**src/hdl/stp_pkg.sv**
```systemverilog
// ----------------------------------------------------------------------------
// stp_pkg: shared types and constants for the SQL tuple token parser
// Byte codes, parser phases, item structs and the token count cap.
// ----------------------------------------------------------------------------
package stp_pkg;

  // Token count limit; the count also never exceeds what 5 bits can carry
  localparam int unsigned MaxTokens = 16;
  localparam int unsigned TallyW    = 5;
  localparam logic [TallyW-1:0] TallyCap =
    TallyW'((MaxTokens < 31) ? MaxTokens : 31);

  // Byte codes
  localparam logic [7:0] ChOpen  = 8'h28;  // (
  localparam logic [7:0] ChClose = 8'h29;  // )
  localparam logic [7:0] ChComma = 8'h2C;  // ,
  localparam logic [7:0] ChQuote = 8'h27;  // '
  localparam logic [7:0] ChBsl   = 8'h5C;  // backslash

  typedef enum logic [2:0] {
    PhSeek   = 3'd0,
    PhStart  = 3'd1,
    PhUnq    = 3'd2,
    PhQuoted = 3'd3,
    PhEsc    = 3'd4,
    PhAfterq = 3'd5,
    PhStop   = 3'd6
  } phase_e;

  typedef struct packed {
    phase_e              phase;
    logic [TallyW-1:0]   tally;
  } parse_state_t;

  typedef struct packed {
    logic [7:0] in_byte;
    logic       last_byte;
  } in_item_t;

  typedef struct packed {
    logic [7:0]        out_byte;
    logic              byte_valid;
    logic              token_end;
    logic              tuple_end;
    logic [TallyW-1:0] tuple_tokens;
    logic              stream_stop;
  } out_item_t;

endpackage

```
**src/hdl/stp_step.sv**
```systemverilog
// ----------------------------------------------------------------------------
// stp_step: one-byte parser transition
// Combinational next phase, next token count and result for one byte.
// ----------------------------------------------------------------------------
module stp_step import stp_pkg::*; #(
  parameter int unsigned TokenLimit = MaxTokens
) (
  input  parse_state_t state_i,
  input  in_item_t     item_i,
  output parse_state_t state_o,
  output out_item_t    res_o,
  output logic         res_valid_o
);

  // count stops at the limit, and never passes what 5 bits can carry
  localparam logic [TallyW-1:0] TallyLimit =
    TallyW'((TokenLimit < 31) ? TokenLimit : 31);

  parse_state_t      nxt;
  logic [7:0]        b;
  logic [7:0]        ob;
  logic              v, te, tu, st;
  logic [TallyW-1:0] cnt;

  function automatic logic [TallyW-1:0] bump(input logic [TallyW-1:0] t);
    bump = (t < TallyLimit) ? t + TallyW'(1) : t;
  endfunction

  assign b = item_i.in_byte;

  always_comb begin
    nxt = state_i;
    ob  = '0;
    v   = 1'b0;
    te  = 1'b0;
    tu  = 1'b0;
    st  = 1'b0;
    cnt = '0;

    case (state_i.phase)
      PhStart: begin
        if (b == ChClose) begin
          if (state_i.tally == '0) begin
            st        = 1'b1;
            nxt.phase = PhStop;
          end else begin
            tu        = 1'b1;
            nxt.phase = PhSeek;
          end
        end else if (b == ChQuote) begin
          nxt.phase = PhQuoted;
        end else if (b == ChComma) begin
          // empty unquoted token: close the tuple early
          nxt.tally = bump(state_i.tally);
          te        = 1'b1;
          tu        = 1'b1;
          nxt.phase = PhSeek;
        end else begin
          ob        = b;
          v         = 1'b1;
          nxt.phase = PhUnq;
        end
      end
      PhUnq: begin
        if (b == ChComma) begin
          nxt.tally = bump(state_i.tally);
          te        = 1'b1;
          nxt.phase = PhStart;
        end else if (b == ChClose) begin
          nxt.tally = bump(state_i.tally);
          te        = 1'b1;
          tu        = 1'b1;
          nxt.phase = PhSeek;
        end else begin
          ob = b;
          v  = 1'b1;
        end
      end
      PhQuoted: begin
        if (b == ChQuote) begin
          nxt.tally = bump(state_i.tally);
          te        = 1'b1;
          nxt.phase = PhAfterq;
        end else if (b == ChBsl) begin
          nxt.phase = PhEsc;
        end else begin
          ob = b;
          v  = 1'b1;
        end
      end
      PhEsc: begin
        ob        = b;
        v         = 1'b1;
        nxt.phase = PhQuoted;
      end
      PhAfterq: begin
        if (b == ChComma) begin
          nxt.phase = PhStart;
        end else if (b == ChClose) begin
          tu        = 1'b1;
          nxt.phase = PhSeek;
        end else if (b == ChQuote) begin
          nxt.phase = PhQuoted;
        end else begin
          ob        = b;
          v         = 1'b1;
          nxt.phase = PhUnq;
        end
      end
      PhStop: begin
        nxt = state_i;
      end
      default: begin
        nxt.phase = PhSeek;
        if (b == ChOpen) begin
          nxt.phase = PhStart;
          nxt.tally = '0;
        end
      end
    endcase

    // end of stream: flush open token and tuple, then rearm unless the stream stops
    if (item_i.last_byte && (nxt.phase != PhStop)) begin
      case (nxt.phase)
        PhUnq, PhQuoted, PhEsc: begin
          nxt.tally = bump(nxt.tally);
          te        = 1'b1;
          tu        = 1'b1;
        end
        PhAfterq: begin
          tu = 1'b1;
        end
        PhStart: begin
          if (nxt.tally == '0) st = 1'b1;
          else tu = 1'b1;
        end
        default: begin
        end
      endcase
      cnt       = tu ? nxt.tally : '0;
      nxt.phase = st ? PhStop : PhSeek;
      nxt.tally = '0;
    end else begin
      cnt = tu ? nxt.tally : '0;
    end
  end

  assign state_o              = nxt;
  assign res_o.out_byte       = ob;
  assign res_o.byte_valid     = v;
  assign res_o.token_end      = te;
  assign res_o.tuple_end      = tu;
  assign res_o.tuple_tokens   = cnt;
  assign res_o.stream_stop    = st;
  assign res_valid_o          = v | te | tu | st;

endmodule

```
**src/hdl/sql_tuple_token_parser.sv**
```systemverilog
// Result path: input register, then result register.
// Throughput: 1 byte per cycle while the output is not stalled; the parser state loop is one short
//   combinational step between the input register and the result register.
// Bytes that produce no result are consumed without an output item.
// Reset (async, active low): pipeline empty, parser seeking '(' with zero count.
// ----------------------------------------------------------------------------
// sql_tuple_token_parser: SQL VALUES tuple tokenizer
// Splits parenthesized tuples from a byte stream into tokens, one byte/item.
// ----------------------------------------------------------------------------
module sql_tuple_token_parser import stp_pkg::*; #(
  parameter int unsigned TokenLimit = MaxTokens
) (
  input  logic      clk_i,
  input  logic      rst_ni,
  input  logic      in_valid_i,
  output logic      in_ready_o,
  input  in_item_t  in_item_i,
  output logic      out_valid_o,
  input  logic      out_ready_i,
  output out_item_t out_item_o
);

  // effective count cap, same rule as in the step logic
  localparam logic [TallyW-1:0] TallyLimit =
    TallyW'((TokenLimit < 31) ? TokenLimit : 31);

  // input stage
  logic         s1_valid_q;
  in_item_t     s1_item_q;
  logic         s1_go;
  logic         in_fire;

  // parser state
  parse_state_t state_q, state_d;

  // step result
  out_item_t    res;
  logic         res_valid;

  // output stage
  logic         out_valid_q;
  out_item_t    out_item_q;
  logic         out_free;

  // Output slot is free when empty or being drained this cycle
  assign out_free = !out_valid_q || out_ready_i;
  // The staged byte moves on whenever the result slot can take it
  assign s1_go    = s1_valid_q && out_free;
  // Take a new byte while the staged one leaves, or when stage is empty
  assign in_ready_o = !s1_valid_q || out_free;
  assign in_fire    = in_valid_i && in_ready_o;

  always_ff @(posedge clk_i or negedge rst_ni) begin
    if (!rst_ni) begin
      s1_valid_q <= 1'b0;
    end else if (in_ready_o) begin
      s1_valid_q <= in_valid_i;
    end
  end

  always_ff @(posedge clk_i) begin
    if (in_fire) begin
      s1_item_q <= in_item_i;
    end
  end

  stp_step #(
    .TokenLimit (TokenLimit)
  ) u_step (
    .state_i     (state_q),
    .item_i      (s1_item_q),
    .state_o     (state_d),
    .res_o       (res),
    .res_valid_o (res_valid)
  );

  // Parser state advances once per byte, as the byte leaves stage 1
  always_ff @(posedge clk_i or negedge rst_ni) begin
    if (!rst_ni) begin
      state_q <= '{phase: PhSeek, tally: '0};
    end else if (s1_go) begin
      state_q <= state_d;
    end
  end

  // Result register: loaded only for bytes that produce an item
  always_ff @(posedge clk_i or negedge rst_ni) begin
    if (!rst_ni) begin
      out_valid_q <= 1'b0;
    end else if (out_free) begin
      out_valid_q <= s1_go && res_valid;
    end
  end

  always_ff @(posedge clk_i) begin
    if (s1_go && res_valid) begin
      out_item_q <= res;
    end
  end

  assign out_valid_o = out_valid_q;
  assign out_item_o  = out_item_q;

`ifndef SYNTHESIS
  // A stop never comes with a tuple end
  a_stop_excl: assert property (@(posedge clk_i) disable iff (!rst_ni)
    out_valid_o |-> !(out_item_o.stream_stop && out_item_o.tuple_end))
    else $error("stream_stop together with tuple_end");

  // Count only shown with tuple end
  a_cnt_zero: assert property (@(posedge clk_i) disable iff (!rst_ni)
    (out_valid_o && !out_item_o.tuple_end) |-> (out_item_o.tuple_tokens == '0))
    else $error("tuple_tokens nonzero without tuple_end");

  // Stopped parser stays stopped until reset
  a_stop_sticky: assert property (@(posedge clk_i) disable iff (!rst_ni)
    (state_q.phase == PhStop) |=> (state_q.phase == PhStop))
    else $error("parser left stop phase");

  // Token count never passes its cap
  a_tally_cap: assert property (@(posedge clk_i) disable iff (!rst_ni)
    state_q.tally <= TallyLimit)
    else $error("token count above cap");

  // A staged byte that cannot move must not be overwritten
  a_stage_hold: assert property (@(posedge clk_i) disable iff (!rst_ni)
    (s1_valid_q && !s1_go) |=> (s1_valid_q && $stable(s1_item_q)))
    else $error("stage 1 byte lost while stalled");
`endif

endmodule
```
**config.mk**
```make
export PLATFORM = sky130hd
export DESIGN_NAME = sql_tuple_token_parser
export DESIGN_NICKNAME = d
export VERILOG_FILES = /design/src/hdl/stp_pkg.sv /design/src/hdl/stp_step.sv /design/src/hdl/sql_tuple_token_parser.sv
export SDC_FILE = /design/constraint.sdc
export NUM_CORES = 1
export LEC_CHECK = 0
export ABC_AREA = 1
export ABC_CLOCK_PERIOD_IN_PS = 4500
export BUFFER_PORTS_ARGS = -buffer_cell sky130_fd_sc_hd__buf_2
export CORE_MARGIN = 2
export CORE_UTILIZATION = 57
export DETAILED_ROUTE_END_ITERATION = 8
export GPL_TIMING_DRIVEN = 0
export PLACE_DENSITY = 0.83
export REMOVE_ABC_BUFFERS = 1
export SYNTH_ARGS = -nofsm -noshare
export SYNTH_HDL_FRONTEND = slang
export SYNTH_HIERARCHICAL = 1
export SYNTH_SLANG_ARGS = --single-unit
```
**constraint.sdc**
```tcl
create_clock -name clk_i -period 4.5 [get_ports clk_i]
set_clock_uncertainty 0.15 [all_clocks]
set_input_delay 0.225 -clock clk_i [delete_from_list [all_inputs] [get_ports clk_i]]
set_output_delay 0.225 -clock clk_i [all_outputs]
set_load 0.02 [all_outputs]
```
==> impl_metrics.tcl, run 1 <==
set metrics [dict create \
    cts_num_sinks 36 \
    multi_input_comb_area_um2 1090 \
    detail-route-antenna-nets 0 \
    placement_rows 23 \
    clock_path_buffers 2 \
    grt_start_max_net_pins 18 \
    worst_hold_path.endpoint "s1_valid_q" \
    timing.critical_path.from_type "flip-flop" \
    unrepaired_setup_endpoints_after_global_routing "false" \
    timing.final.crit_share_pct 82.3 \
    worst_setup_hold_path_clk_slew_ns 0.07 \
    endpoint_required_time_on_the_critical_path_ns 4.27 \
    hpwl_mm 3.70 \
    regToRegStartpoint "s1_item_q[4]" \
    synth_cells 303 \
    vias 2078 \
    antenna_cells 0 \
    number_of_cts_inserted_buffers 5 \
    period_needed_ns 3.70 \
    placement.io_buffers 31 \
    max_slew.worst_pin.slew_ns 0.855 \
    synthToLayoutAreaGrowth_pct 15.1 \
    synth.area.top_cells "sky130_fd_sc_hd__edfxtp_1 33%, sky130_fd_sc_hd__nand2_1 14%, sky130_fd_sc_hd__dfrtp_1 11%" \
    final_core_util_pct 67.8 \
    post_route_cells_drive_above_1_share_pct 19.7 \
    crit_path_max_fanout 17 \
    synth.yosys.seq_area_share_pct 44.1 \
    ff2ff_setup_slack_ns 0.80 \
    p_leak_nw 1.33 \
    fin_setup_tns_ns 0 \
    antenna_found_initial 0 \
    synth_area_per_cell_um2 7.72 \
    globalplace.congestion 0.955 \
    r2r_cells 18 \
    globalRouteOverflowTotal 0 \
    first_iter_violations 210 \
    count_of_cells_resized_by_post_cts_repair 0 \
    num-fill-cells 324 \
    post_drt_wl_per_cell_um 12.2 \
    hold-path-cell-count 3 \
    worst-endpoint-arrival_ns 3.47 \
    clock_latency_at_the_later_pin_of_the_worst_skew_pair_ns 0.29 \
    outcome "finished clean" \
    htree_num_levels 2 \
    drt-pass1-iter-count 5 \
    cts-root-buf "sky130_fd_sc_hd__clkbuf_8" \
    synthesis.yosys.warnings 6 \
    register_area_um2 1030 \
    ys_ff_latch 36 \
    critical_path.cell_chain "inv_1 -> nand2_1 -> nor2_1 -> nand2_2 -> a21oi_1 -> nand3_1 -> nand2_1 -> nand3_1 -> inv_1 -> ha_1 -> nand3_1 -> nor2_1 -> nand2_1 -> o21bai_1 -> nor2_1 -> nand2_1 -> inv_1 -> nor2_2" \
    ir_drop_v 0.000307 \
    relative_slew_margins_pct 42.9 \
    clock_tree_from_tritoncts "built" \
    path_delay_family "simple AND/OR/NAND/NOR gates" \
    grt_pass1_vias 1818 \
    maxCapViolations 0 \
    die-height_um 68.1 \
    combined_area_of_all_synthesized_cells_um2 2340 \
    synth.largest_area_cell "sky130_fd_sc_hd__edfxtp_1" \
    hold_sp "in_valid_i" \
    cp_slowest_stage_delay_ns 0.68 \
    critical_path_class "flip-flop to flip-flop" \
    path_common_cell "sky130_fd_sc_hd__nand2_1" \
    starting_density_of_the_core_pct 58.9 \
    hold_class "input pin to flip-flop" \
    route.final.wire_length_mm 4.84 \
    drt_drc_violations_left 0 \
    crit_slowest_cell "sky130_fd_sc_hd__nor2_2" \
    io_pins 32 \
    timing.final.max_slew_violations 0 \
    synth.top_cell.area_share_pct 33.4 \
    crit_path_end_kind "flip-flop" \
    fp.dieArea_um2 4630 \
    finish.instance_area_um2 2690 \
    setup_viol 0 \
    avgViaCountPerCell 5.25 \
    fmaxAchievable_mhz 270 \
    grt_util_all_layers_pct 23.8 \
    netlist-cell-type-count 30 \
    post_dp_cell_area_um2 2510 \
    first_pass_grt_wire_length_mm 8.12 \
    floorplan.core_area_um2 3970 \
    design_power_total_w 0.00157 \
    reg_to_reg_endpoint "out_item_o[6]" \
    critical_path_buf_inv_count 3 \
    nets 363 \
    postCtsSetupBuffers 0 \
    die-width_um 68.1 \
    power-per-cell-area_nw_per_um2 583 \
    hold_violations 0 \
]
==> final cells by class <==
cell class	count	share of cell area, %
well taps	50	2.32
multi-input cells	214	40.3
clock inverters	1	0.186
inverters	47	6.55
repair buffers	41	9.48
clock buffers	7	2.83
flip-flops and latches	36	38.3
==> cells by family (layout without fill, tap and decap cells) <==
| logic type | Yosys count | after routing | synth area share (%) |
|---|---|---|---|
| flip-flops | 36 | 36 | 44.1 |
| buffers and inverters | 53 | 96 | 9.63 |
| AO/OA/AOI/OAI | 23 | 23 | 5.62 |
| adder cells (fa/ha/maj) | 5 | 5 | 2.67 |
| AND/OR/NAND/NOR | 181 | 181 | 36.1 |
| XOR/XNOR | 5 | 5 | 1.87 |
==> report_power, final <==
| part | switching, W | internal, W |
|---|---|---|
| combinational | 0.000556 | 0.000232 |
| clock | 0.000111 | 0.000109 |
| sequential | 0.0000536 | 0.000509 |
| total | 0.000720 | 0.000849 |
==> what timing repair did <==
item | CTS | global route
hold buffers | 10 | 0
setup endpoints to repair | 0 | 0
endpoints found under the hold margin | 19 | 0
==> per-stage QoR <==
step | worst slack (ns) | cells | hold WS (ns)
after floorplan | 1.14 | 297 | -0.221
after global placement | 0.496 | 378 | -0.0540
after detailed placement | 0.426 | 378 | -0.0537
after CTS | 0.396 | 396 | 0.00701
after global routing | 0.452 | 396 | 0.0263
final | 0.796 | 396 | 0.00913
==> flip-flops by register name (all words and copies together), names as in the netlist <==
name and flops:
out_item_o 17, s1_item_q 9, out_valid_o 1, s1_valid_q 1, state_q 8
==> cells in the final DEF, fill, tap and decap left out, drive strengths merged <==
cell and instances:
nand3 32, dlygate4sd3 10, edfxtp 26, inv 47
o21bai 1, a211oi 2, nor2 45, a31oi 1
nand2 97, ha 5, or2 1, o22ai 3
clkinv 1, buf 31, a311oi 1, clkbuf 7
o21ai 8, xnor2 1, nor3 2, dfrtp 10
xor2 4, a21oi 7, nand4 4
==> worst register-to-register path, cell delays in order (launching register included) <==
cell                       delay, ns
sky130_fd_sc_hd__edfxtp_1       0.44
sky130_fd_sc_hd__inv_1          0.12
sky130_fd_sc_hd__nand2_1        0.05
sky130_fd_sc_hd__nor2_1         0.19
sky130_fd_sc_hd__nand2_2        0.14
sky130_fd_sc_hd__a21oi_1        0.19
sky130_fd_sc_hd__nand3_1        0.15
sky130_fd_sc_hd__nand2_1        0.09
sky130_fd_sc_hd__nand3_1        0.17
sky130_fd_sc_hd__inv_1          0.10
sky130_fd_sc_hd__ha_1           0.15
sky130_fd_sc_hd__nand3_1        0.08
sky130_fd_sc_hd__nor2_1         0.11
sky130_fd_sc_hd__nand2_1        0.11
sky130_fd_sc_hd__o21bai_1       0.21
sky130_fd_sc_hd__nor2_1         0.06
sky130_fd_sc_hd__nand2_1        0.05
sky130_fd_sc_hd__inv_1          0.08
sky130_fd_sc_hd__nor2_2         0.68
==> cell usage after synthesis <==
cell / n
sky130_fd_sc_hd__nand3_1: 30
sky130_fd_sc_hd__a31oi_1: 1
sky130_fd_sc_hd__buf_4: 5
sky130_fd_sc_hd__or2_1: 1
sky130_fd_sc_hd__nand2_1: 85
sky130_fd_sc_hd__nor2_4: 2
sky130_fd_sc_hd__a21oi_1: 7
sky130_fd_sc_hd__xor2_1: 4
sky130_fd_sc_hd__o21ai_0: 4
sky130_fd_sc_hd__nor2_8: 1
sky130_fd_sc_hd__nand4_1: 4
sky130_fd_sc_hd__a311oi_1: 1
sky130_fd_sc_hd__o21bai_1: 1
sky130_fd_sc_hd__buf_6: 1
sky130_fd_sc_hd__xnor2_1: 1
sky130_fd_sc_hd__dfrtp_1: 10
sky130_fd_sc_hd__edfxtp_1: 26
sky130_fd_sc_hd__o21ai_1: 4
sky130_fd_sc_hd__a211oi_1: 2
sky130_fd_sc_hd__nor2_1: 36
sky130_fd_sc_hd__inv_2: 6
sky130_fd_sc_hd__nor3_1: 1
sky130_fd_sc_hd__nand3_2: 2
sky130_fd_sc_hd__nand2_2: 8
sky130_fd_sc_hd__inv_1: 41
sky130_fd_sc_hd__ha_1: 5
sky130_fd_sc_hd__nor3_2: 1
sky130_fd_sc_hd__nand2_4: 4
sky130_fd_sc_hd__nor2_2: 6
sky130_fd_sc_hd__o22ai_1: 3
==> per-layer routing <==
metal  GRT usage [%]  vias to the layer above  part of all wire [%]
met1            33.0                      918                    45
met5               0                        -                     0
met2            36.4                       88                    45
met3            4.61                       15                   6.9
met4            10.0                        0                   2.7
li1                -                     1057                     -
==> worst max-delay path by stage <==
stage                     slack [ns]              to  cells past startpoint         start
after floorplan                 1.14   out_item_o[0]                     20  s1_item_q[5]
after global placement          0.50  out_item_o[16]                     18  s1_item_q[4]
after detailed placement        0.43  out_item_o[14]                     18  s1_item_q[4]
after CTS                       0.40   out_item_o[0]                     18  s1_item_q[4]
after global routing            0.45   out_item_o[4]                     18  s1_item_q[4]
final                           0.80   out_item_o[6]                     18  s1_item_q[4]
Note: power is estimated with default switching activity, not from simulation.
==> run 2: changes to the inputs <==
--- a/config.mk
+++ b/config.mk
@@ -6,13 +6,13 @@
 export NUM_CORES = 1
 export LEC_CHECK = 0
 export ABC_AREA = 1
-export ABC_CLOCK_PERIOD_IN_PS = 4500
+export ABC_CLOCK_PERIOD_IN_PS = 3300
 export BUFFER_PORTS_ARGS = -buffer_cell sky130_fd_sc_hd__buf_2
 export CORE_MARGIN = 2
-export CORE_UTILIZATION = 57
+export CORE_UTILIZATION = 52
 export DETAILED_ROUTE_END_ITERATION = 8
 export GPL_TIMING_DRIVEN = 0
-export PLACE_DENSITY = 0.83
+export PLACE_DENSITY = 0.8
 export REMOVE_ABC_BUFFERS = 1
 export SYNTH_ARGS = -nofsm -noshare
 export SYNTH_HDL_FRONTEND = slang
==> constraint.sdc (replaced) <==
create_clock -name clk_i -period 3.3 [get_ports clk_i]
set_clock_uncertainty 0.15 [all_clocks]
set_input_delay 0.165 -clock clk_i [delete_from_list [all_inputs] [get_ports clk_i]]
set_output_delay 0.165 -clock clk_i [all_outputs]
set_load 0.02 [all_outputs]
==> run 2 against run 1 <==
Design area is 5.3% higher. Combinational power grew 50%. Hold slack better by 0.046 ns. Largest power group unchanged. Sequential share of layout area down 1.9 points. Sequential cell count is the same. Total power is 48% higher. Critical path type unchanged. Clock power rose by 74%. First-iteration DRC count down 22%. Sequential power grew 35%.
==> impl_metrics.tcl, run 2 (synthesized netlist as in run 1, its figures left out) <==
set metrics [dict create \
    route.final.wire_length_mm 5.02 \
    setup_viol 0 \
    avgViaCountPerCell 5.09 \
    hold_class "input pin to flip-flop" \
    outcome "finished clean" \
    crit_slowest_cell "sky130_fd_sc_hd__edfxtp_1" \
    die-width_um 71.1 \
    htree_num_levels 2 \
    design_power_total_w 0.00231 \
    cts_num_sinks 36 \
    critical_path.cell_chain "buf_4 -> nand2_1 -> nor2_2 -> nand2_2 -> nand2_2 -> nand2_1 -> nand3_4 -> nand2_1 -> nand3_2 -> inv_1 -> ha_1 -> nand3_1 -> nor2_1 -> nand2_2 -> o21bai_1 -> nor2_1 -> nand2_1 -> inv_1 -> nor2_4 -> buf_12" \
    ir_drop_v 0.000463 \
    placement.io_buffers 31 \
    relative_slew_margins_pct 65.9 \
    cp_slowest_stage_delay_ns 0.42 \
    hpwl_mm 3.52 \
    globalplace.congestion 0.976 \
    hold_violations 0 \
    fin_setup_tns_ns 0 \
    worst_setup_hold_path_clk_slew_ns 0.07 \
    path_delay_family "simple AND/OR/NAND/NOR gates" \
    preCtsSetupSlack_ns -0.830 \
    nets 371 \
    endpoint_required_time_on_the_critical_path_ns 3.15 \
    path_common_cell "sky130_fd_sc_hd__nand2_1" \
    floorplan.core_area_um2 4350 \
    fmaxAchievable_mhz 326 \
    mostFrequentLayoutCells "84 x sky130_fd_sc_hd__nand2_1, 40 x sky130_fd_sc_hd__inv_1, 32 x sky130_fd_sc_hd__nor2_1" \
    timing.critical_path.from_type "flip-flop" \
    power-per-cell-area_nw_per_um2 816 \
    final_core_util_pct 65.1 \
    commonest_non_fill_non_tap_cell_in_the_layout "sky130_fd_sc_hd__nand2_1" \
    antenna_found_initial 0 \
    fin_ws_ns 0.236 \
    clock_latency_at_the_later_pin_of_the_worst_skew_pair_ns 0.29 \
    io_pins 32 \
    clock_path_buffers 2 \
    drt_drc_violations_left 0 \
    period_needed_ns 3.06 \
    num-fill-cells 353 \
    timing.final.max_slew_violations 0 \
    first_iter_violations 164 \
    globalRouteOverflowTotal 0 \
    vias 2067 \
    p_leak_nw 1.40 \
    starting_density_of_the_core_pct 53.7 \
    post_drt_wl_per_cell_um 12.4 \
    antenna_cells 0 \
    detail-route-antenna-nets 0 \
    drt-pass1-iter-count 4 \
    largest_reg_flops 17 \
    clock_tree_from_tritoncts "built" \
    post_route_cells_drive_above_1_share_pct 24.0 \
    unrepaired_setup_endpoints_after_global_routing "false" \
    cts-root-buf "sky130_fd_sc_hd__clkbuf_8" \
    fp.dieArea_um2 5050 \
    final-instance-count-excl-fill 406 \
    maxCapViolations 0 \
    worst-endpoint-arrival_ns 2.92 \
    grt_pass1_vias 1879 \
    timing.final.crit_share_pct 92.9 \
    placement_rows 24 \
    first_pass_grt_wire_length_mm 8.47 \
    max_slew.worst_pin.slew_ns 0.511 \
    die-height_um 71.1 \
    grt_start_max_net_pins 18 \
    cell_total_after_placement 380 \
    synthToLayoutAreaGrowth_pct 21.2 \
    number_of_cts_inserted_buffers 5 \
    crit_path_max_fanout 17 \
    critical_path_class "flip-flop to flip-flop" \
    grt_util_all_layers_pct 21.6 \
    crit_path_end_kind "flip-flop" \
    critical_path_buf_inv_count 4 \
]
## run 2: cell types whose count changed in the layout (fill, tap and decap cells not counted), moves of 2 or more
cell and change:
sky130_fd_sc_hd__buf_4 +6, sky130_fd_sc_hd__nand3_1 -2, sky130_fd_sc_hd__nor2_2 +2, sky130_fd_sc_hd__nor2_1 -3
## run 2: worst paths after layout
check	depth (start not counted)	endpoint	slack (ns)	start
setup / recovery	20	out_item_o[5]	0.24	s1_item_q[4]
hold reg to reg	2	state_q[2]	0.39	state_q[2]
max in group asynchronous	2	state_q[1]	2.70	rst_ni
setup reg to reg	20	out_item_o[5]	0.24	s1_item_q[4]
hold / removal	4	s1_valid_q	0.06	out_ready_i
min in group asynchronous	2	state_q[2]	0.11	rst_ni
## run 2: worst min-delay path, cell delays in order
cell	delay, ns
sky130_fd_sc_hd__buf_2	0.08
sky130_fd_sc_hd__inv_2	0.04
sky130_fd_sc_hd__nand3_1	0.10
sky130_fd_sc_hd__nand2_1	0.07
## run 2: where the power goes
group          switching (W)  internal [W]
registers          0.0000666      0.000690
logic               0.000788      0.000390
clock network       0.000156      0.000224
## run 2: layout make-up
class / instances / area, um2 / area share (%)
Tap cell: 52 / 65.1 / 2.29
Inverter: 47 / 176 / 6.22
Timing Repair Buffer: 49 / 330 / 11.6
Clock inverter: 2 / 35.0 / 1.24
Multi-Input combinational cell: 214 / 1130 / 39.7
Sequential cell: 36 / 1030 / 36.3
Clock buffer: 6 / 72.6 / 2.56
## run 2: repair_timing
action | in CTS | in global routing
setup endpoints to repair | 17 | 18
buffers inserted | 1 | 6
endpoints found under the hold margin | 20 | 0
hold buffers | 11 | 0
pin swaps | 1 | 3
resized for setup | 2 | 10
## run 2: metal layers
metal | track usage, % | wire length (um) | vias to the layer above
met5 | 0 | 0 | -
met4 | 9.22 | 123 | 0
met3 | 4.27 | 272 | 12
met2 | 35.3 | 2410 | 67
met1 | 28.0 | 2210 | 919
li1 | - | - | 1069
## run 2: per-stage QoR
step / cell area, um2 / hold slack, ns
6_report: 2840 / 0.0554
5_1_grt: 2840 / 0.0900
4_1_cts: 2760 / 0.0616
3_5_place_dp: 2510 / -0.109
3_3_place_gp: 2510 / -0.110
2_1_floorplan: 2290 / -0.281
